[src/rtl/core/twes_ram.sv]
`default_nettype none
// ----------------------------------------------------------------------------
// twes_ram
// Generic simple dual-port RAM, one write port, one registered read port.
// ----------------------------------------------------------------------------
module twes_ram #(
  parameter int unsigned WIDTH = 8,
  parameter int unsigned DEPTH = 16,
  localparam int unsigned AW = (DEPTH > 1) ? $clog2(DEPTH) : 1
) (
  input  wire logic             clk_i,
  input  wire logic             we_i,
  input  wire logic [AW-1:0]    waddr_i,
  input  wire logic [WIDTH-1:0] wdata_i,
  input  wire logic             re_i,
  input  wire logic [AW-1:0]    raddr_i,
  output logic      [WIDTH-1:0] rdata_o
);

  logic [WIDTH-1:0] mem [DEPTH];
  logic [WIDTH-1:0] rdata_q;

  always_ff @(posedge clk_i) begin
    if (we_i) begin
      mem[waddr_i] <= wdata_i;
    end
    if (re_i) begin
      rdata_q <= mem[raddr_i];
    end
  end

  assign rdata_o = rdata_q;

endmodule
`default_nettype wire

[config.mk]
export PLATFORM = sky130hd
export DESIGN_NAME = twes_ram
export DESIGN_NICKNAME = d
export VERILOG_FILES = /design/src/rtl/core/twes_ram.sv
export SDC_FILE = /design/constraint.sdc
export NUM_CORES = 1
export LEC_CHECK = 0
export ABC_AREA = 1
export ABC_CLOCK_PERIOD_IN_PS = 1600
export CAP_MARGIN = 5
export CORE_MARGIN = 1
export CORE_UTILIZATION = 29
export CTS_CLUSTER_DIAMETER = 200
export DETAILED_ROUTE_END_ITERATION = 12
export DONT_BUFFER_PORTS = 1
export GPL_TIMING_DRIVEN = 0
export SYNTH_ARGS = -nofsm -noshare
export SYNTH_HDL_FRONTEND = slang
export SYNTH_SLANG_ARGS = --single-unit
[constraint.sdc]
create_clock -name clk_i -period 1.6 [get_ports clk_i]
set_clock_uncertainty 0.2 [all_clocks]
set_input_delay 0.32 -clock clk_i [delete_from_list [all_inputs] [get_ports clk_i]]
set_output_delay 0.32 -clock clk_i [all_outputs]
set_load 0.005 [all_outputs]
# Word level (Yosys, flattened, before mapping)
# Memory sizes are Yosys's and may differ from the RTL's. A register that Yosys moved wholly into a read port is not among the register bits.
# Cells that the tools add are included.
# Widths: inputs -> output; s select.
[totals]
regBits = 0
mem_bits_rw = 128
out_inout_bits = 8
elab_cells = 3
mem_count = 1
[op_classes]
muxes = 2
[mem_list]
columns = ["name", "depth", "word_bits", "read_ports", "rd_clocked_by_memory_dff", "wr", "line", "source"]
rows = [
  ["mem", 16, 8, 1, 1, 1, "20", "logic [WIDTH-1:0] mem [DEPTH];"],
]
[op_table]
columns = ["cell", "n"]
rows = [
  ["$mux 1", 2],
]

# Depth between registers and ports, before layout
# Gate-level depths: netlist of the first run.
[logic_depth]
ltp_word = 2
depth_mapped = 8

# Worst setup path before layout of the first run
# OpenSTA, ideal clock, no wires.
[synth_timing]
path_type = "input to register"
from = "input port waddr_i[2]"
to = "memory mem[10][0], enable pin"
arrival_time_ps = 901
path_slack_ps = 129
path_stages = 2
path_buffers = 0
cell_sequence = "nand3b_1 nor2_1"
[synth_rtl]
columns = ["element", "line", "source"]
rows = [
  ["from (decl)", "13", "input wire logic [AW-1:0] waddr_i,"],
  ["to (decl)", "20", ""],
]
# No word-level cell before the write port.

# Final worst setup path of the first run
[layout_timing]
from = "input port wdata_i[7]"
to = "memory mem[7][7] (data pin)"
[layout_rtl]
columns = ["element", "line", "source"]
rows = [
  ["from (decl)", "14", "input wire logic [WIDTH-1:0] wdata_i,"],
]
# No word-level cell before the write port.

==> results.md, run 1 <==
* Yosys reg bits at roughly 140
* Peak Freq at a little under 700 MHz
* Worst VDD drop at 1030 µV
* Worst reg2reg path depth at 6
* # diodes at 0
* CTS root buffer: clkbuf_16
* Final WL at about 15 mm
* Commonest non-fill, non-tap cells in the layout: 173 x nand2_1, 136 x edfxtp_1, 100 x inv_1, 97 x nand3_1, 17 x clkbuf_16
* Tcrit/Tclk final at between 90 and 100%
* Multi-input gate area at ~1200 µm²
* Hold Crit Class: primary input to register
* Die area at a little over 20,000 µm²
* FF-to-FF Start: mem[14][3]
* CP max stage delay at around 1100 ps
* CP Max Fanout at 16
* Clk Latency, worst-skew pair at 420 ps
* Final WS setup at 127 ps
* Outcome: finished clean
* Synthesized Nets at 570
* CP bufs+invs at 1
* Dpl hpwl at approximately 9.4 mm
* Core Footprint at about 20,000 µm²
* Measured slew at the worst slew-check pin at around 900 ps
* TritonCTS buffer count at 17
* Nets at roughly 600
* Worst hold path endpoint: mem[13][1]
* Bufs on Longest Clock Path at 2
* Antenna viol nets, final at 0
* GRT Util Overall at approximately 15%
* Die Ht at roughly 140 µm
* Routability cong. at roughly 0.84
* Register area share after synthesis at 69.8%
* Share of layout cells above drive strength 1 at a little under a tenth
* Sequential Area at around 4000 µm²
* Unrepaired setup endpoints after global routing: no
* Vias in the first global route at between 3,000 and 4,000
* Setup CP Type: primary input to register
* Crit path time final at 1470 ps
* First drt pass iteration count at 4
* WHS Path Cells at 2
* Slew Limit Headroom at between 30% and 40%
* Antenna violations before repair at 0
* Hold Startpoint: waddr_i[2]
* PortBufs at 0
* CP Capture Type: register
* Setup TNS at 0 ps
* Core Util, Final at a little over a third
* Compound-Gate Fraction of Synth Area at 0%
* Most common library cell in the layout ignoring fill and taps: nand2_1
* Clk pin slew, worst setup/hold paths at 60 ps
* Area Overhead vs Synth at 16.2%
* Synth Area in Adders at 0%
* Worst EP required at ~1500 ps
* Global-route wire length before repair at around 22 mm
* Row cnt at between 50 and 60
* Cell area after synthesis at around 5800 µm²
* Global route overflow at 0
* Starting Density at 29.8%
* Worst Setup SP: wdata_i[7]
* R2r setup slk at about 200 ps
* WL/cell at approximately 17 µm
* Largest net degree at the start of global routing at 17
* Crit-path slowest cell: dlygate4sd3_1
* Final Hold Fails at 0
* Pwr dens at 1190 nW/µm²
* Synth warn at 0
* Initial drt markers at between 300 and 400
* Reg-to-Reg End: rdata_o[3]
* Netlist cell types at 11
* Worst-path cell chain: dlygate4sd3_1
* Top Family by Delay on Critical Path: buffers and inverters
* CP Data Arrival Time at about 1400 ps
* Die X at between 100 and 150 µm
* Clock Sinks at between 100 and 150
* Synth Area in XOR/XNOR at 0%
* Vias at roughly 3,800
* Final setup viols at 0
* Maximum Capacitance Violations at 0
* DRC violation count after routing at 0
* IO Pins at 27
* Post-Place Setup Slack at -338 ps
* Synth Area in Simple Gates at roughly a fifth
* H-tree levels at 4
* Gate count after technology mapping at around 550
* Syn Area/Cell at ~11 µm²
* Hold WS at 202 ps
* Mux contribution to synthesized area at 0%
* CTS tree: built
* Leak at around 2.8 nW
* Tot Pwr at 8.05 mW
* Pins Over Slew Limit at 0
* Fillers at about 2,000
* Vias per cell at roughly 4.4
* Critical path startpoint category: primary input
* Largest family of logic cells by synthesized area: simple AND/OR/NAND/NOR gates
-- metrics by stage --
stage                     instances  instance area (µm²)
final                           856                 6800
after detailed placement        816                 6180
after floorplan                 551                 5850
after global routing            856                 6800
after CTS                       856                 6790
after global placement          816                 6180
-- per-layer routing --
layer  vias to the layer above  wire length [µm]  GRT usage, %
li1                       1841                 -             -
met1                      1776              7030          21.4
met2                       129              6490          23.3
met3                        15               961          4.40
met4                         0               193          4.76
met5                         -                 0             0
-- registers in the layout, indices dropped and copies added (netlist names) --
| register | flops |
|---|---|
| mem | 128 |
| rdata_o | 8 |
-- how the worst max path moves through the flow --
stage | endpoint | cells past startpoint
2_1_floorplan | mem[10][0] | 2
3_3_place_gp | mem[12][3] | 3
3_5_place_dp | mem[4][3] | 2
4_1_cts | mem[13][4] | 3
5_1_grt | mem[7][7] | 1
6_report | mem[7][7] | 1
-- final cells by class --
type                    instances  share of cell area [%]
flip-flops and latches        136                    60.1
inverters                     102                    5.63
multi-input cells             289                    17.9
clock inverters                14                    1.45
plain buffers                  24                    2.45
clock buffers                  17                    6.26
repair buffers                  9                    1.33
well taps                     265                    4.88
-- logic make-up (layout without fill, tap and decap cells) --
family / Yosys count / after routing
and+or+nand+nor: 289 / 289
DFF: 136 / 136
buffers and inverters: 126 / 166
-- what timing repair did --
action	in CTS	in global routing
gates resized for setup	0	1
setup endpoints to repair	0	8
hold buffers	9	0
setup buffers	0	0
endpoints found under the hold margin	136	0
-- where the power goes --
part | internal, mW | switching, mW | total (mW)
combinational | 0.141 | 0.360 | 0.501
sequential | 4.02 | 0.0220 | 4.04
clock | 1.98 | 1.54 | 3.51
total | 6.13 | 1.92 | 8.05
-- synthesized netlist by cell type --
cell type / number / area (µm²)
edfxtp_1: 136 / 4080
buf_4: 4 / 30.0
buf_1: 1 / 3.75
nand3_1: 97 / 485
nor2_1: 17 / 63.8
nand2_1: 173 / 649
nand3b_1: 2 / 15.0
buf_6: 6 / 67.6
inv_2: 2 / 7.51
buf_2: 13 / 65.1
inv_1: 100 / 375
(Power assumes the default switching activity.)
==> run 2, diff against run 1 <==
--- a/config.mk
+++ b/config.mk
@@ -14,6 +14,7 @@
 export DETAILED_ROUTE_END_ITERATION = 12
 export DONT_BUFFER_PORTS = 1
 export GPL_TIMING_DRIVEN = 0
+export REMOVE_ABC_BUFFERS = 1
 export SYNTH_ARGS = -nofsm -noshare
 export SYNTH_HDL_FRONTEND = slang
 export SYNTH_SLANG_ARGS = --single-unit
==> run 2 against run 1 <==
Net effect:
- power is 3.5% higher
- non-clock buffer count is 22 lower
- sequential cell count stayed put
- cell count is 2.6% lower
- design area is 1.2% lower
- critical endpoint is now mem[8][1]
- register-to-register slack hardly changed
- count of clock-buffer cells in the layout is 2 higher
- fmax is 4.4% lower
==> results.md, run 2 (synthesis results as in run 1) <==
* CTS tree: built
* Crit path depth at 2
* Pwr dens at 1240 nW/µm²
* CP max stage delay at 830 ps
* Gate power share at 4.4%
* Worst EP required at 1440 ps
* Clock share of power at 47.1%
* Clk Latency, worst-skew pair at between 400 and 500 ps
* Pins Over Slew Limit at 0
* P_sw at approximately 1.6 mW
* Reg-to-Reg End: rdata_o[0]
* Largest net degree at the start of global routing at 66
* Unrepaired setup endpoints after global routing: no
* Antenna violations before repair at 0
* Clock Sinks at 136
* Maximum Capacitance Violations at 0
* Tot Pwr at roughly 8.3 mW
* Global-route wire length before repair at 19.5 mm
* Final Hold Fails at 0
* Leak at around 2.8 nW
* Final instance area at around 6700 µm²
* Tcrit/Tclk final at 96.3%
* Global route overflow at 0
* Worst-path cell chain: nand3b_1 > nor2_1
* Starting Density at between 20% and 30%
* Antenna viol nets, final at 0
* Power Internal at roughly 6.7 mW
* Dpl hpwl at between 7 and 8 mm
* CP bufs+invs at 0
* CP Max Fanout at 8
* Die X at 144 µm
* Post-layout instance count excluding filler cells at around 830
* Vias at roughly 3,600
* Vias per cell at 4.29
* PortBufs at 0
* GRT Util Overall at between 10% and 20%
* Worst reg2reg path depth at 6
* Peak Freq at around 650 MHz
* Routability cong. at just over 0.7
* Measured slew at the worst slew-check pin at about 1000 ps
* Critical path startpoint category: primary input
* Most common library cell in the layout ignoring fill and taps: nand2_1
* Post-DP Area at 6010 µm²
* # diodes at 0
* Area Overhead vs Synth at 14.9%
* CTS root buffer: clkbuf_16
* DRC violation count after routing at 0
* TritonCTS buffer count at 17
* CP Data Arrival Time at approximately 1400 ps
* Switching Fraction at 19.7%
* Crit path time final at around 1500 ps
* Die Ht at roughly 140 µm
* CP Capture Type: register
* Final setup viols at 0
* Core Footprint at between 15,000 and 20,000 µm²
* Nets at roughly 580
* Share of layout cells above drive strength 1 at 4.75%
* R2r setup slk at between 200 and 250 ps
* Commonest non-fill, non-tap cells in the layout: 173 x nand2_1, 136 x edfxtp_1, 100 x inv_1, 97 x nand3_1
* Hold Crit Class: primary input to register
* Top Family by Delay on Critical Path: simple AND/OR/NAND/NOR gates
* Placed insts at approximately 790
* Largest register by flop count: mem
* Slew Limit Headroom at 30.3%
* FF-to-FF Start: mem[6][0]
* Clk pin slew, worst setup/hold paths at ~60 ps
* Die area at just over 20,000 µm²
* First drt pass iteration count at 5
* Vias in the first global route at 3,486
* WL/cell at about 15 µm
* Final WL at about 12 mm
* IO Pins at 27
* Initial drt markers at 328
* Outcome: finished clean
* Max reg flops at around 130
* Crit-path slowest cell: nor2_1
* Critical Path Sink: mem[8][1]
* Setup CP Type: primary input to register
* H-tree levels at 4
* Worst Setup SP: waddr_i[2]
* Bufs on Longest Clock Path at 2
* Sequential fraction of design power at 48.5%
* Row cnt at 51
* Worst VDD drop at approximately 700 µV
-- run 2: changes by cell type in the layout (fill, tap and decap cells not counted), sizes merged --
cell / before / now
dlygate4sd3: 9 / 11
bufinv: 0 / 4
buf: 24 / 0
inv: 107 / 102
clkinvlp: 2 / 1
clkbuf: 17 / 19
-- run 2: power groups by stage --
stage / sequential (mW) / clock, mW / combinational, mW
finish: 4.04 / 3.93 / 0.368
global route: 4.05 / 4.15 / 0.420
CTS: 4.04 / 3.98 / 0.376
detailed placement: 4.11 / 0 / 0.298
global placement: 4.11 / 0 / 0.292
floorplan: 4.11 / 0 / 0.215
-- run 2: timing repair --
item | 4_1_cts | 5_1_grt
gates resized for setup | 1 | 0
hold endpoints to repair | 144 | 0
hold buffers | 11 | 0
buffers inserted | 0 | 0
setup endpoints to repair | 8 | 0
-- run 2: stage by stage --
stage	hold slack (ps)	setup WS, ps	util, %	TNS, ps
6_report	31.6	59.3	34.3	0
5_1_grt	24.7	6.52	34.3	0
4_1_cts	7.53	61.9	34.3	0
3_5_place_dp	219	-638	30.7	-31910
3_3_place_gp	219	-612	30.7	-28820
2_1_floorplan	219	-40.6	-	-269
-- run 2: final cells by class --
class / instances / area [µm²]
well taps: 265 / 332
clock buffers: 19 / 433
fillers: 1928 / 12900
repair buffers: 11 / 110
inverters: 102 / 385
flip-flops and latches: 136 / 4080
multi-input cells: 289 / 1210
clock inverters: 12 / 158
-- run 2: worst min path at each step --
stage,end,cells after the start,slack [ps],startpoint
after floorplan,mem[0][0],0,220,wdata_i[0]
after global placement,mem[10][7],0,220,wdata_i[7]
after detailed placement,mem[11][7],0,220,wdata_i[7]
after CTS,rdata_o[2],3,8,raddr_i[2]
after global routing,rdata_o[2],3,20,raddr_i[2]
final,rdata_o[2],3,30,raddr_i[2]
-- run 2: per-layer routing --
metal | part of all wire [%] | track usage (%) | wire, µm
met2 | 49 | 21.7 | 6070
met5 | 0 | 0 | 0
met4 | 1.9 | 5.94 | 234
met3 | 5.2 | 4.01 | 641
met1 | 44 | 16.3 | 5450
==> run 3, diff against run 2 <==
--- a/config.mk
+++ b/config.mk
@@ -14,6 +14,7 @@
 export DETAILED_ROUTE_END_ITERATION = 12
 export DONT_BUFFER_PORTS = 1
 export GPL_TIMING_DRIVEN = 0
+export PLACE_DENSITY = 0.47
 export REMOVE_ABC_BUFFERS = 1
 export SYNTH_ARGS = -nofsm -noshare
 export SYNTH_HDL_FRONTEND = slang
==> run 3 against run 2 <==
Net effect:
- power rose by 3.3%
- non-clock buffer count is the same
- routed wire length is 6.9% higher
- fmax grew 4.7%
- critical path depth is 4 higher
- setup slack improved by 69 ps
- count of clock-buffer cells in the layout is 1 lower
- first-iteration DRC count down 38%
==> results.md, run 3 (synthesis results as in run 1) <==
* Outcome: finished clean
* Starting Density at between 20% and 30%
* Setup CP Type: primary input to register
* Row cnt at 51
* TritonCTS buffer count at 17
* Vias at about 3,700
* CP Max Fanout at between 60 and 70
* CP max stage delay at ~370 ps
* Area Overhead vs Synth at 15.6%
* Nets at between 500 and 600
* Hold Crit Class: primary input to register
* Worst-path cell chain: inv_6 > nand2_1 > nand3_1 > nand3_1 > nand3_1 > nand2_1
* Vias in the first global route at about 3,500
* Crit-path slowest cell: inv_6
* Core Util, Final at roughly 35%
* H-tree levels at 4
* # diodes at 0
* CP Capture Type: register
* Critical path startpoint category: primary input
* PortBufs at 0
* CP bufs+invs at 1
* Most common cell on crit path: nand3_1
* Maximum Capacitance Violations at 0
* Global route overflow at 0
* Pins Over Slew Limit at 0
* Global-route wire length before repair at a little over 20 mm
* GRT Util Overall at between 10% and 20%
* Clock Sinks at 136
* Vias per cell at 4.38
* Initial drt markers at just over 200
* Clk Latency, worst-skew pair at between 400 and 500 ps
* Share of layout cells above drive strength 1 at roughly 5.6%
* Die X at approximately 140 µm
* Largest register by flop count: mem
* Peak Freq at between 600 and 700 MHz
* CTS root buffer: clkbuf_16
* Unrepaired setup endpoints after global routing: no
* Final WL at between 10 and 15 mm
* R2r setup slk at approximately 140 ps
* Max reg flops at 128
* Post-CTS Setup Inserts at 0
* CTS tree: built
* Die area at ~21,000 µm²
* Core Footprint at about 20,000 µm²
* Crit path time final at 1470 ps
* Top Family by Delay on Critical Path: simple AND/OR/NAND/NOR gates
* IO Pins at 27
* Bufs on Longest Clock Path at 2
* Clk pin slew, worst setup/hold paths at around 60 ps
* Measured slew at the worst slew-check pin at between 800 and 900 ps
* Most common library cell in the layout ignoring fill and taps: nand2_1
* Die Ht at roughly 140 µm
* Antenna violations before repair at 0
* Setup TNS at 0 ps
* Pwr dens at about 1300 nW/µm²
* Antenna viol nets, final at 0
* Slew Limit Headroom at between 40% and 50%
* Final Hold Fails at 0
* Worst EP required at between 1500 and 2000 ps
* Tcrit/Tclk final at ~90%
* CP Data Arrival Time at around 1400 ps
* Leak at 2.78 nW
* Final setup viols at 0
* Largest net degree at the start of global routing at 66
* DRC violation count after routing at 0
* First drt pass iteration count at 4
* Commonest non-fill, non-tap cells in the layout: 173 x nand2_1, 136 x edfxtp_1, 100 x inv_1, 97 x nand3_1
* WL/cell at around 16 µm
* Dpl hpwl at approximately 7.6 mm
* Routability cong. at between 0.7 and 0.8
* Worst VDD drop at approximately 730 µV
run 3: cell count changes in the layout (fill, tap and decap cells not counted):
cell	change
bufinv_16	+1
clkbuf_1	-1
clkinv_1	-4
clkinv_2	+1
clkinv_4	+1
clkinvlp_4	+1
inv_4	-1
inv_6	+2
run 3: cell type report:
cell class / instances / area, µm²
Fill cell: 1947 / 12800
Sequential cell: 136 / 4080
Multi-Input combinational cell: 289 / 1210
Clock buffer: 18 / 429
Inverter: 102 / 388
Tap cell: 265 / 332
Clock inverter: 13 / 203
Timing Repair Buffer: 11 / 110
run 3: worst paths after layout:
| kind | depth (start not counted) | end | start |
|---|---|---|---|
| setup reg to reg | 6 | rdata_o[6] | mem[6][6] |
| hold / removal | 3 | rdata_o[5] | raddr_i[2] |
| setup / recovery | 6 | rdata_o[6] | raddr_i[0] |
| hold reg to reg | 6 | rdata_o[7] | mem[10][7] |
run 3: power by group:
group	switching [mW]	leakage [nW]	internal, mW	total, mW
combinational	0.278	1.24	0.113	0.390
sequential	0.0212	1.24	4.02	4.04
clock	1.43	0.306	2.75	4.18
run 3: worst min-delay path, stage by stage:
cell and delay, ps:
nand3_1 60, nand3_1 60, nand2_1 80
run 3: layer usage:
layer | track usage (%) | vias up | routed length, µm
met2 | 21.5 | 84 | 6020
met1 | 19.3 | 1760 | 6220
met4 | 4.65 | 0 | 180
met3 | 4.47 | 13 | 830
li1 | - | 1794 | -
met5 | 0 | - | 0
run 3: through the flow:
stage | power [mW] | setup WS (ps) | std cells | hold slack [ps] | cell area, µm²
finish | 8.61 | 128 | 834 | 24.8 | 6760
global route | 8.91 | 60.5 | 834 | 28.8 | 6760
CTS | 8.69 | 56.0 | 834 | 6.99 | 6760
detailed placement | 4.43 | -768 | 792 | 220 | 6010
global placement | 4.42 | -735 | 792 | 220 | 6010
floorplan | 4.32 | -40.6 | 527 | 219 | 5680
run 3: timing repair:
action                     in CTS  in global routing
hold endpoints to repair      144                  0
hold buffers                   11                  0
resized for setup               1                  1
setup endpoints to repair       8                  6
