[src/rtl/core/twes_pkg.sv]
`default_nettype none
// ----------------------------------------------------------------------------
// twes_pkg
// Shared types and constants of the time-window event surface.
// ----------------------------------------------------------------------------
package twes_pkg;

  localparam int unsigned COORD_W    = 7;
  localparam int unsigned STAMP_W    = 24;
  localparam int unsigned COUNT_W    = 6;
  localparam int unsigned CAUSE_W    = 2;
  localparam int unsigned ENTRY_W    = 2 * COORD_W + STAMP_W;
  localparam int unsigned RES_W      = CAUSE_W + ENTRY_W;
  localparam int unsigned RES_DEPTH  = 64;
  localparam int unsigned RES_AW     = 6;
  localparam int unsigned RES_CNT_W  = 7;

  localparam logic [STAMP_W-1:0] DURATION_RESET = 24'd100000;

  localparam logic [CAUSE_W-1:0] CAUSE_EXPIRED  = 2'd0;
  localparam logic [CAUSE_W-1:0] CAUSE_REPLACED = 2'd1;
  localparam logic [CAUSE_W-1:0] CAUSE_OVERFLOW = 2'd2;

  typedef enum logic [3:0] {
    S_CLEAR,
    S_IDLE,
    S_RD,
    S_OWN,
    S_CHK,
    S_PUSH,
    S_PUSH_CHK,
    S_REPL,
    S_EMIT_RD,
    S_EMIT_LD,
    S_EMIT_WAIT
  } state_e;

  typedef enum logic [1:0] {
    PH_FRONT,
    PH_BACK,
    PH_FULL
  } phase_e;

endpackage
`default_nettype wire

[src/rtl/core/twes_expiry.sv]
`default_nettype none
// ----------------------------------------------------------------------------
// twes_expiry
// Window compare: flags a stored stamp outside the wrapping window.
// ----------------------------------------------------------------------------
module twes_expiry
  import twes_pkg::*;
#(
  parameter int unsigned STAMP_WRAP = 32'd16777215
) (
  input  wire logic [STAMP_W-1:0] stored_i,
  input  wire logic [STAMP_W-1:0] current_i,
  input  wire logic [STAMP_W-1:0] duration_i,
  output logic                    expired_o
);

  localparam int unsigned CW = 34;

  logic [CW-1:0] vd;
  logic [CW-1:0] cur;
  logic [CW-1:0] upper;

  // v < c - d  <=>  v + d < c ;  v < c + wrap - d  <=>  v + d < c + wrap
  always_comb begin
    vd        = CW'(stored_i) + CW'(duration_i);
    cur       = CW'(current_i);
    upper     = cur + CW'(STAMP_WRAP);
    expired_o = ((stored_i > current_i) && (vd < upper)) || (vd < cur);
  end

endmodule
`default_nettype wire

[config.mk]
export PLATFORM = sky130hd
export DESIGN_NAME = twes_expiry
export DESIGN_NICKNAME = d
export VERILOG_FILES = /design/src/rtl/core/twes_pkg.sv /design/src/rtl/core/twes_expiry.sv
export SDC_FILE = /design/constraint.sdc
export NUM_CORES = 1
export LEC_CHECK = 0
export BUFFER_PORTS_ARGS = -buffer_cell sky130_fd_sc_hd__buf_4
export CAP_MARGIN = 10
export CORE_ASPECT_RATIO = 0.8
export CORE_MARGIN = 2
export CORE_UTILIZATION = 50
export DETAILED_ROUTE_END_ITERATION = 8
export GPL_TIMING_DRIVEN = 0
export PLACE_DENSITY = 0.75
export SKIP_LAST_GASP = 1
export SLEW_MARGIN = 10
export SYNTH_ARGS = -nofsm -noshare
export SYNTH_HDL_FRONTEND = slang
export SYNTH_SLANG_ARGS = --single-unit
[constraint.sdc]
create_clock -name vclk -period 5.91
set_clock_uncertainty 0.05 [all_clocks]
set_input_delay 0.8865 -clock vclk [all_inputs]
set_output_delay 0.8865 -clock vclk [all_outputs]
set_load 0.03 [all_outputs]
After elaboration in Yosys (flattened, before gate mapping). Cells that the tools add are included.

$add $sub $neg: 2. Multipliers: 0. Div/mod/pow operators: 0. Magnitude comparators: 3. Eq/ne operators: 0. Shift-type cells: 0. Multiplexer cells: 0. Bitwise gates (word level): 0. Reduce and logical (&&, ||, !) cells: 2.

Operators with widths (count): $add A24 B24 Y25 (1); $add A24 B24 Y25 const B (1); $lt A25 B24 Y1 (1); $lt A25 B25 Y1 (1); $gt A24 B24 Y1 (1); $logic_and A1 B1 Y1 (1); $logic_or A1 B1 Y1 (1).

Register bits after elaboration: 0. Bits in latches: 0. RAM bits: 0. Memory bits (read-only): 0. Output and inout port bits: 1. Word-level logic and storage cells: 7. Memories kept: 0.

Logic depth before layout (Yosys ltp). Gate-level depths: netlist of the first run.

Word-level depth: 4. Gate-level depth with buffers: 17.

Least setup slack after synthesis of the first run. Ideal clock, no wire load.

Path type: input port to output port. Start point: input port stored_i[0]. End point: output port expired_o. Data arrival time: 4.321 ns. Data required time: 4.973 ns. Setup slack: 0.652 ns. Cell stages on the path: 17. Buffers on the path: 0. Cell sequence: ha_1 > fa_1 > a211oi_2 > o21ai_1 > a41o_4 > o31ai_4 > o21bai_1 > a21oi_1 > xnor2_1 > ha_1 > a21o_1 > a21o_1 > a21oi_1 > o32ai_1 > nor2_1 > nand4_1 > o22ai_1.

Longest elaborated chain between the ends: 4. Elaborated cells on any way between the ends: 6. Those cells by class: add/sub: 1; order compare: 3; reduce/logical: 2.

Ends and longest elaborated chain: start, declared (RTL line twes_expiry.sv:11) `input wire logic [STAMP_W-1:0] stored_i,`; $add A24 B24 Y25 (RTL line twes_expiry.sv:25) `vd = CW'(stored_i) + CW'(duration_i);`; $lt A25 B25 Y1 (RTL line twes_expiry.sv:28) `expired_o = ((stored_i > current_i) && (vd < upper)) || (vd < cur);`; $logic_and A1 B1 Y1 (RTL line twes_expiry.sv:28); $logic_or A1 B1 Y1 * (RTL line twes_expiry.sv:28); end, declared (RTL line twes_expiry.sv:14) `output logic expired_o`.

Mark *: on every way between the ends. The rest lies on a longest branch, timed or not.

Final worst setup path of the first run. Same ends and word-level chain as after synthesis.

==> results of run 1 <==
-- synthesized netlist by cell type (6+ instances only) --
cell type,n,area [um2]
a21o_1,19,142.6
a21oi_1,41,205.2
ha_1,96,1201
inv_1,32,120.1
nand2_1,28,105.1
nand3_1,11,55.05
nand4_1,15,93.84
nor2_1,28,105.1
nor3_1,12,60.06
o21a_1,6,45.04
o21ai_0,14,70.07
o21ai_1,11,55.05
xnor2_1,34,297.8
xor2_1,7,61.31
-- layout make-up --
type                            count  area share
Multi-Input combinational cell    390      0.7914
Timing Repair Buffer               74      0.1429
Tap cell                           84     0.02704
Inverter                           35     0.03379
Buffer                              5    0.004828
-- placed cells by master (no fill, tap or decap), types with 3 or more instances in the layout --
| master | Yosys | final |
|---|---|---|
| ha_1 | 96 | 96 |
| buf_4 | 0 | 74 |
| a21oi_1 | 41 | 41 |
| xnor2_1 | 34 | 34 |
| inv_1 | 32 | 32 |
| nor2_1 | 28 | 28 |
| nand2_1 | 28 | 28 |
| a21o_1 | 19 | 19 |
| nand4_1 | 15 | 15 |
| o21ai_0 | 14 | 14 |
| nor3_1 | 12 | 12 |
| o21ai_1 | 11 | 11 |
| nand3_1 | 11 | 11 |
| xor2_1 | 7 | 7 |
| o21a_1 | 6 | 6 |
| clkbuf_1 | 5 | 5 |
| o21bai_1 | 5 | 5 |
| a211oi_1 | 5 | 5 |
| nor4_1 | 5 | 5 |
| and3_1 | 4 | 4 |
| nand2b_1 | 4 | 4 |
| nor2b_1 | 4 | 4 |
| inv_2 | 3 | 3 |
| o31ai_1 | 3 | 3 |
| o211ai_1 | 3 | 3 |
| o22ai_1 | 3 | 3 |
-- logic make-up (layout without fill, tap and decap cells) --
| group | after synthesis | count (layout) |
|---|---|---|
| compound gates | 134 | 134 |
| simple gates | 118 | 118 |
| fa+ha+maj | 97 | 97 |
| xor+xnor | 41 | 41 |
| buf+inv | 40 | 114 |
-- repair_timing --
item / 4_1_cts / 5_1_grt
resized for setup: 0 / 1
endpoints found under the setup margin: 0 / 1
buffers inserted: 0 / 1
-- critical path, cell delays in order --
cell and delay [ns]:
buf_4 0.11, ha_1 0.22, fa_1 0.45, a211oi_2 0.28, o21ai_1 0.13, a41o_4 0.33, o31ai_4 0.24, o21bai_1 0.10
a21oi_1 0.21, xnor2_1 0.22, ha_1 0.31, a21o_1 0.18, a21o_1 0.18, a21oi_1 0.19, o32ai_1 0.12, nor2_1 0.09
nand4_1 0.10, o22ai_1 0.20, buf_4 0.20
-- worst min path at each step --
stage | cells past startpoint | start | end | slack, ns
6_report | 6 | duration_i[23] | expired_o | 2.47
3_3_place_gp | 6 | duration_i[23] | expired_o | 2.45
2_1_floorplan | 4 | duration_i[23] | expired_o | 2.19
4_1_cts | 6 | duration_i[23] | expired_o | 2.46
5_1_grt | 6 | duration_i[23] | expired_o | 2.50
3_5_place_dp | 6 | duration_i[23] | expired_o | 2.46
-- where the power goes --
part	internal (mW)	switching (mW)
logic	0.202	0.254
registers	0	0
clock network	0	0
total	0.202	0.254
-- layer usage --
layer  global-route usage  vias to the layer above  routed length (um)
met3             0.001978                        2                 591
met2               0.4222                      117                4074
met4             0.004831                        0                   8
met5                    0                        -                   0
li1                     -                     1773                   -
met1               0.4099                     1647                4715
-- metrics by stage --
step	hold WS (ns)	cells	utilization	power [mW]
4_1_cts	2.458	587	0.6146	0.4462
2_1_floorplan	2.185	430	-	0.3058
3_3_place_gp	2.450	587	0.6146	0.4286
5_1_grt	2.501	588	0.6160	0.5106
3_5_place_dp	2.458	587	0.6146	0.4428
6_report	2.472	588	0.6160	0.4558
==> flow_summary.json, run 1 <==
{
  "die_y_um": 75.84,
  "cp_max_fo": 4,
  "dieArea_um2": 7114,
  "hold_class": "in -> out",
  "final_max_slew_viol_count": 0,
  "drt-total-wl_mm": 9.389,
  "tightest_slew_ns": 0.6837,
  "nets": 675,
  "cp.required_ns": 4.97,
  "grt_pass1_vias": 3195,
  "grt_use_total": 0.2606,
  "synth_area_per_cell_um2": 7.501,
  "holdBufCountCts": 0,
  "ys_seq_area_frac": 0,
  "fin_area_um2": 3887,
  "nFillCells": 590,
  "peakVddDrop_v": 0.00005747,
  "gp_congestion": 0.8833,
  "syn-num-nets": 599,
  "synth-compound-area-share": 0.2836,
  "placed_area_um2": 3879,
  "setup_violations": 0,
  "critPathLaunchType": "primary input",
  "hpwlAfterDp_mm": 8.271,
  "ys_warn_count": 0,
  "dr.first_iter.drc_count": 240,
  "period_needed_ns": 5.680,
  "io_pins": 73,
  "rsz0062_at_grt": "false",
  "synthMuxAreaShare": 0,
  "synthAdderAreaFrac": 0.3786,
  "antenna_cells": 0,
  "drt.antenna.violating_nets": 0,
  "clock.fmax_mhz": 176.1,
  "synth_cells": 430,
  "drive_above_1_share": 0.1766,
  "setup_ws_ns": 0.2304,
  "initial_utilization": 0.5111,
  "syn_to_final_growth_pct": 20.52,
  "slew-limit-headroom": 0.5400,
  "power-per-cell-area_nw_per_um2": 117.2,
  "finalHoldViolations": 0,
  "num_rows": 26,
  "design.seq.count": 0,
  "vias_per_cell": 6.019,
  "wl_per_cell_um": 15.97,
  "multiInputGateArea_um2": 3077,
  "overflow": 0,
  "cap_viol_max_count": 0,
  "status": "complete, no violations",
  "arrival_ns": 4.74,
  "grt_max_degree": 9,
  "grt_antenna_before_repair": 0,
  "synth_top_family_by_area": "adder cells",
  "synth_simple_gate_area_frac": 0.1800,
  "via_count": 3539,
  "startpoint": "stored_i[0]",
  "syn_area_um2": 3226,
  "final.setup.tns_ns": 0,
  "grt_pass1_wl_mm": 15.03,
  "drc_errors": 0,
  "synth-xor-area-share": 0.1113,
  "clock_buffers": 0,
  "final-seq-area_um2": 0,
  "crit_path_end_kind": "primary output",
  "first_pass_iters": 5,
  "critPathKind": "in -> out",
  "p_leak_nw": 1.928,
  "portBuffers": 73,
  "worstSetupEndpoint": "expired_o",
  "synth_cell_types": 50,
  "coreArea_um2": 6311,
  "die_width_um": 93.80,
  "place_ws_ns": 0.1741,
  "fin_crit_sh": 0.9610
}
(Power assumes the default switching activity.)
==> run 2: changes to the inputs <==
--- a/config.mk
+++ b/config.mk
@@ -13,6 +13,7 @@
 export DETAILED_ROUTE_END_ITERATION = 8
 export GPL_TIMING_DRIVEN = 0
 export PLACE_DENSITY = 0.75
+export REMOVE_ABC_BUFFERS = 1
 export SKIP_LAST_GASP = 1
 export SLEW_MARGIN = 10
 export SYNTH_ARGS = -nofsm -noshare
==> run 2 against run 1 <==
Compared with the run above: worst setup slack lost 0.073 ns; power up 0.34%; via count fell by 1.9%; sequential cell count stayed put; wire length rose by 1.9%; final area fell by 0.23%; non-clock buffer count down 5; critical path depth decreased by 1; first-iteration DRC count shrank 32%; sequential share of layout area stayed put; hold slack worse by 0.00061 ns; utilization shrank 0.14 points; largest cell class unchanged; highest routed layer unchanged.
==> flow_summary.json, run 2 (synthesized netlist as in run 1, its figures left out) <==
{
  "io_pins": 73,
  "tightest_slew_ns": 0.5776,
  "holdBufCountCts": 0,
  "coreArea_um2": 6311,
  "design.seq.count": 0,
  "cp.required_ns": 4.97,
  "vias_per_cell": 5.957,
  "clock.fmax_mhz": 173.8,
  "whs_path_depth": 6,
  "first_pass_iters": 4,
  "placed_area_um2": 3860,
  "final.setup.tns_ns": 0,
  "rsz0062_at_grt": "false",
  "drt-total-wl_mm": 9.571,
  "dr.first_iter.drc_count": 163,
  "overflow": 0,
  "fin_area_um2": 3879,
  "pwr-share-comb": 1.000,
  "critPathKind": "in -> out",
  "period_needed_ns": 5.753,
  "grt_max_degree": 9,
  "seq_power_share": 0,
  "gp_congestion": 0.8989,
  "status": "complete, no violations",
  "p_sw_frac": 0.5574,
  "slew-limit-headroom": 0.6114,
  "hold_ws_ns": 2.471,
  "critPathLaunchType": "primary input",
  "die_y_um": 75.84,
  "drt.antenna.violating_nets": 0,
  "nFillCells": 601,
  "grt_antenna_before_repair": 0,
  "p_clk_frac": 0,
  "die_width_um": 93.80,
  "p_int_uw": 202.4,
  "grt_pass1_wl_mm": 14.95,
  "wl_per_cell_um": 16.42,
  "hold_class": "in -> out",
  "antenna_cells": 0,
  "clock_buffers": 0,
  "p_sw_uw": 254.9,
  "cap_viol_max_count": 0,
  "layout_commonest_cell": "ha_1",
  "grt_pass1_vias": 3203,
  "portBuffers": 73,
  "final_max_slew_viol_count": 0,
  "arrival_ns": 4.82,
  "p_leak_nw": 1.929,
  "setup_violations": 0,
  "grt_use_total": 0.2604,
  "drive_above_1_share": 0.1824,
  "crit_path_end_kind": "primary output",
  "hpwlAfterDp_mm": 8.489,
  "final_cell_mix": "96 x ha_1, 74 x buf_4, 40 x a21oi_1",
  "syn_to_final_growth_pct": 20.25,
  "num_rows": 26,
  "final-seq-area_um2": 0,
  "finalHoldViolations": 0,
  "initial_utilization": 0.5111,
  "peakVddDrop_v": 0.00005192,
  "via_count": 3473,
  "fin_crit_sh": 0.9735,
  "dieArea_um2": 7114,
  "cp_max_fo": 4,
  "nets": 670,
  "drc_errors": 0,
  "multiInputGateArea_um2": 3087,
  "power-per-cell-area_nw_per_um2": 117.9
}
-- run 2: changes by cell type in the layout (fill, tap and decap cells not counted) --
cell / change
xnor2_2: +1
a2111oi_0: +1
a21oi_2: +1
xnor2_1: -1
clkbuf_1: -5
a21oi_1: -1
a2111oi_1: -1
-- run 2: per-layer routing --
| metal | routed length (um) | global-route usage | vias up | share of wire |
|---|---|---|---|---|
| met3 | 671 | 0.01385 | 4 | 0.070 |
| li1 | - | - | 1759 | - |
| met2 | 4134 | 0.4175 | 108 | 0.43 |
| met5 | 0 | 0 | - | 0 |
| met4 | 44 | 0.01932 | 0 | 0.0046 |
| met1 | 4720 | 0.4005 | 1602 | 0.49 |
-- run 2: power by group through the flow --
| stage | Sequential [mW] | Combinational, mW | Clock, mW |
|---|---|---|---|
| after detailed placement | 0 | 0.445 | 0 |
| after global routing | 0 | 0.514 | 0 |
| after global placement | 0 | 0.430 | 0 |
| after floorplan | 0 | 0.306 | 0 |
| after CTS | 0 | 0.448 | 0 |
| final | 0 | 0.457 | 0 |
-- run 2: cell type report --
type,count,share of cell area
Inverter,35,0.03387
Multi-Input combinational cell,390,0.7958
Tap cell,84,0.02710
Timing Repair Buffer,74,0.1432
-- run 2: final timing paths --
kind      startpoint        end  slack, ns
max      stored_i[0]  expired_o       0.16
min   duration_i[23]  expired_o       2.47
-- run 2: worst max-delay path, cell delays in order --
cell and delay, ns:
buf_4 0.12, ha_1 0.22, fa_1 0.45, a211oi_2 0.25, o21ai_1 0.12, a41o_4 0.32, o31ai_4 0.33, o21ai_1 0.11
a21oi_1 0.18, xnor2_1 0.16, ha_1 0.34, nand4_1 0.10, or2_1 0.25, a2111oi_0 0.43, o21ai_0 0.16, nand4_1 0.11
o22ai_1 0.09, buf_4 0.19
-- run 2: stage by stage --
| stage | utilization | instances | power, mW | setup WS [ns] |
|---|---|---|---|---|
| 6_report | 0.6146 | 583 | 0.4573 | 0.1569 |
| 5_1_grt | 0.6146 | 583 | 0.5139 | 0.01219 |
| 4_1_cts | 0.6116 | 582 | 0.4481 | 0.1349 |
| 3_5_place_dp | 0.6116 | 582 | 0.4448 | 0.1694 |
| 3_3_place_gp | 0.6116 | 582 | 0.4298 | 0.2355 |
| 2_1_floorplan | - | 425 | 0.3056 | 0.6523 |
-- run 2: what timing repair did --
item,in CTS,in global routing
buffers inserted,0,1
resized for setup,0,2
endpoints found under the setup margin,0,1
==> run 3: changes to the inputs <==
--- a/config.mk
+++ b/config.mk
@@ -12,7 +12,7 @@
 export CORE_UTILIZATION = 50
 export DETAILED_ROUTE_END_ITERATION = 8
 export GPL_TIMING_DRIVEN = 0
-export PLACE_DENSITY = 0.75
+export PLACE_DENSITY_LB_ADDON = 0.05
 export REMOVE_ABC_BUFFERS = 1
 export SKIP_LAST_GASP = 1
 export SLEW_MARGIN = 10
==> run 3 against run 2 <==
Compared with the run above: worst setup slack improved by 0.10 ns; hold slack improved by 0.013 ns; global-route usage fell by 0.59 points; largest cell class unchanged; largest power group unchanged.
==> flow_summary.json, run 3 (synthesized netlist as in run 1, its figures left out) <==
{
  "die_width_um": 93.80,
  "startpoint": "stored_i[0]",
  "crit_path_end_kind": "primary output",
  "final.setup.tns_ns": 0,
  "holdBufCountCts": 0,
  "fin_crit_sh": 0.9562,
  "grt_pass1_wl_mm": 14.59,
  "hp-start": "duration_i[23]",
  "dieArea_um2": 7114,
  "initial_utilization": 0.5111,
  "drive_above_1_share": 0.1807,
  "io_pins": 73,
  "final_max_slew_viol_count": 0,
  "clock_buffers": 0,
  "stdcell_count": 582,
  "critPathKind": "in -> out",
  "grt_use_total": 0.2545,
  "die_y_um": 75.84,
  "rsz0062_at_grt": "false",
  "design.seq.count": 0,
  "worstSetupEndpoint": "expired_o",
  "drt-total-wl_mm": 9.228,
  "arrival_ns": 4.71,
  "hpwlAfterDp_mm": 8.165,
  "cts.repair.resized": 0,
  "hold_class": "in -> out",
  "p_leak_nw": 1.924,
  "cap_viol_max_count": 0,
  "nFillCells": 623,
  "antenna_cells": 0,
  "finalHoldViolations": 0,
  "drt.antenna.violating_nets": 0,
  "grt_pass1_vias": 3090,
  "placedCellCount": 582,
  "drc_errors": 0,
  "overflow": 0,
  "grt_antenna_before_repair": 0,
  "period_needed_ns": 5.651,
  "dr.first_iter.drc_count": 147,
  "cp_max_fo": 4,
  "final_cell_mix": "96 x ha_1, 73 x buf_4, 41 x a21oi_1",
  "first_pass_iters": 5,
  "place_ws_ns": 0.1767,
  "status": "complete, no violations",
  "portBuffers": 73,
  "grt_max_degree": 9,
  "power-per-cell-area_nw_per_um2": 116.9,
  "coreArea_um2": 6311,
  "vias_per_cell": 5.837,
  "final-seq-area_um2": 0,
  "post_cts_buffers": 0,
  "layout_commonest_cell": "ha_1",
  "tightest_slew_ns": 0.6260,
  "wl_per_cell_um": 15.86,
  "syn_to_final_growth_pct": 20.21,
  "setup_ws_ns": 0.2589,
  "peakVddDrop_v": 0.00006008,
  "num_rows": 26,
  "cp.required_ns": 4.97,
  "gp_congestion": 0.8934,
  "hold_ws_ns": 2.484,
  "setup_violations": 0,
  "clock.fmax_mhz": 177.0,
  "critPathLaunchType": "primary input",
  "via_count": 3397,
  "nets": 669,
  "slew-limit-headroom": 0.5788
}
run 3: cell count changes in the layout (fill, tap and decap cells not counted), sizes merged:
cell / delta
buf: -1
run 3: where the power goes:
group	switching [mW]	total (mW)	internal (mW)	leakage [nW]
Sequential	0	0	0	0
Clock	0	0	0	0
Combinational	0.251	0.453	0.202	1.92
Total	0.251	0.453	0.202	1.92
run 3: worst min path at each step:
stage | to | slack (ns) | depth (start not counted)
after floorplan | expired_o | 2.19 | 4
after global placement | expired_o | 2.46 | 6
after detailed placement | expired_o | 2.47 | 6
after CTS | expired_o | 2.48 | 6
after global routing | expired_o | 2.54 | 6
final | expired_o | 2.48 | 6
run 3: per-stage QoR:
step / cell area [um2] / total power [mW] / util
floorplan: 3207 / 0.3056 / -
global placement: 3860 / 0.4309 / 0.6116
detailed placement: 3860 / 0.4424 / 0.6116
CTS: 3860 / 0.4457 / 0.6116
global route: 3877 / 0.5114 / 0.6144
finish: 3877 / 0.4533 / 0.6144
run 3: worst max-delay path, stage by stage:
cell and delay [ns]:
buf_4 0.11, ha_1 0.22, fa_2 0.40, a211oi_4 0.28, o21ai_1 0.13, a41o_4 0.33
o31ai_4 0.29, o21bai_1 0.10, a21oi_1 0.23, xnor2_2 0.18, ha_1 0.30, a21o_1 0.18
a21o_1 0.17, a21oi_1 0.19, o32ai_1 0.11, nor2_1 0.10, nand4_1 0.10, o22ai_1 0.20
buf_4 0.20
run 3: area by class of cell:
cell class | instances | area, um2 | share of cell area
multi-input cells | 390 | 3093 | 0.7977
repair buffers | 73 | 548.0 | 0.1413
inverters | 35 | 131.4 | 0.03388
well taps | 84 | 105.1 | 0.02711
run 3: per-layer routing:
layer,GRT usage,part of all wire
met2,0.4040,0.43
met5,0,0
met3,0.005935,0.050
met1,0.3981,0.52
met4,0.02093,0.0031
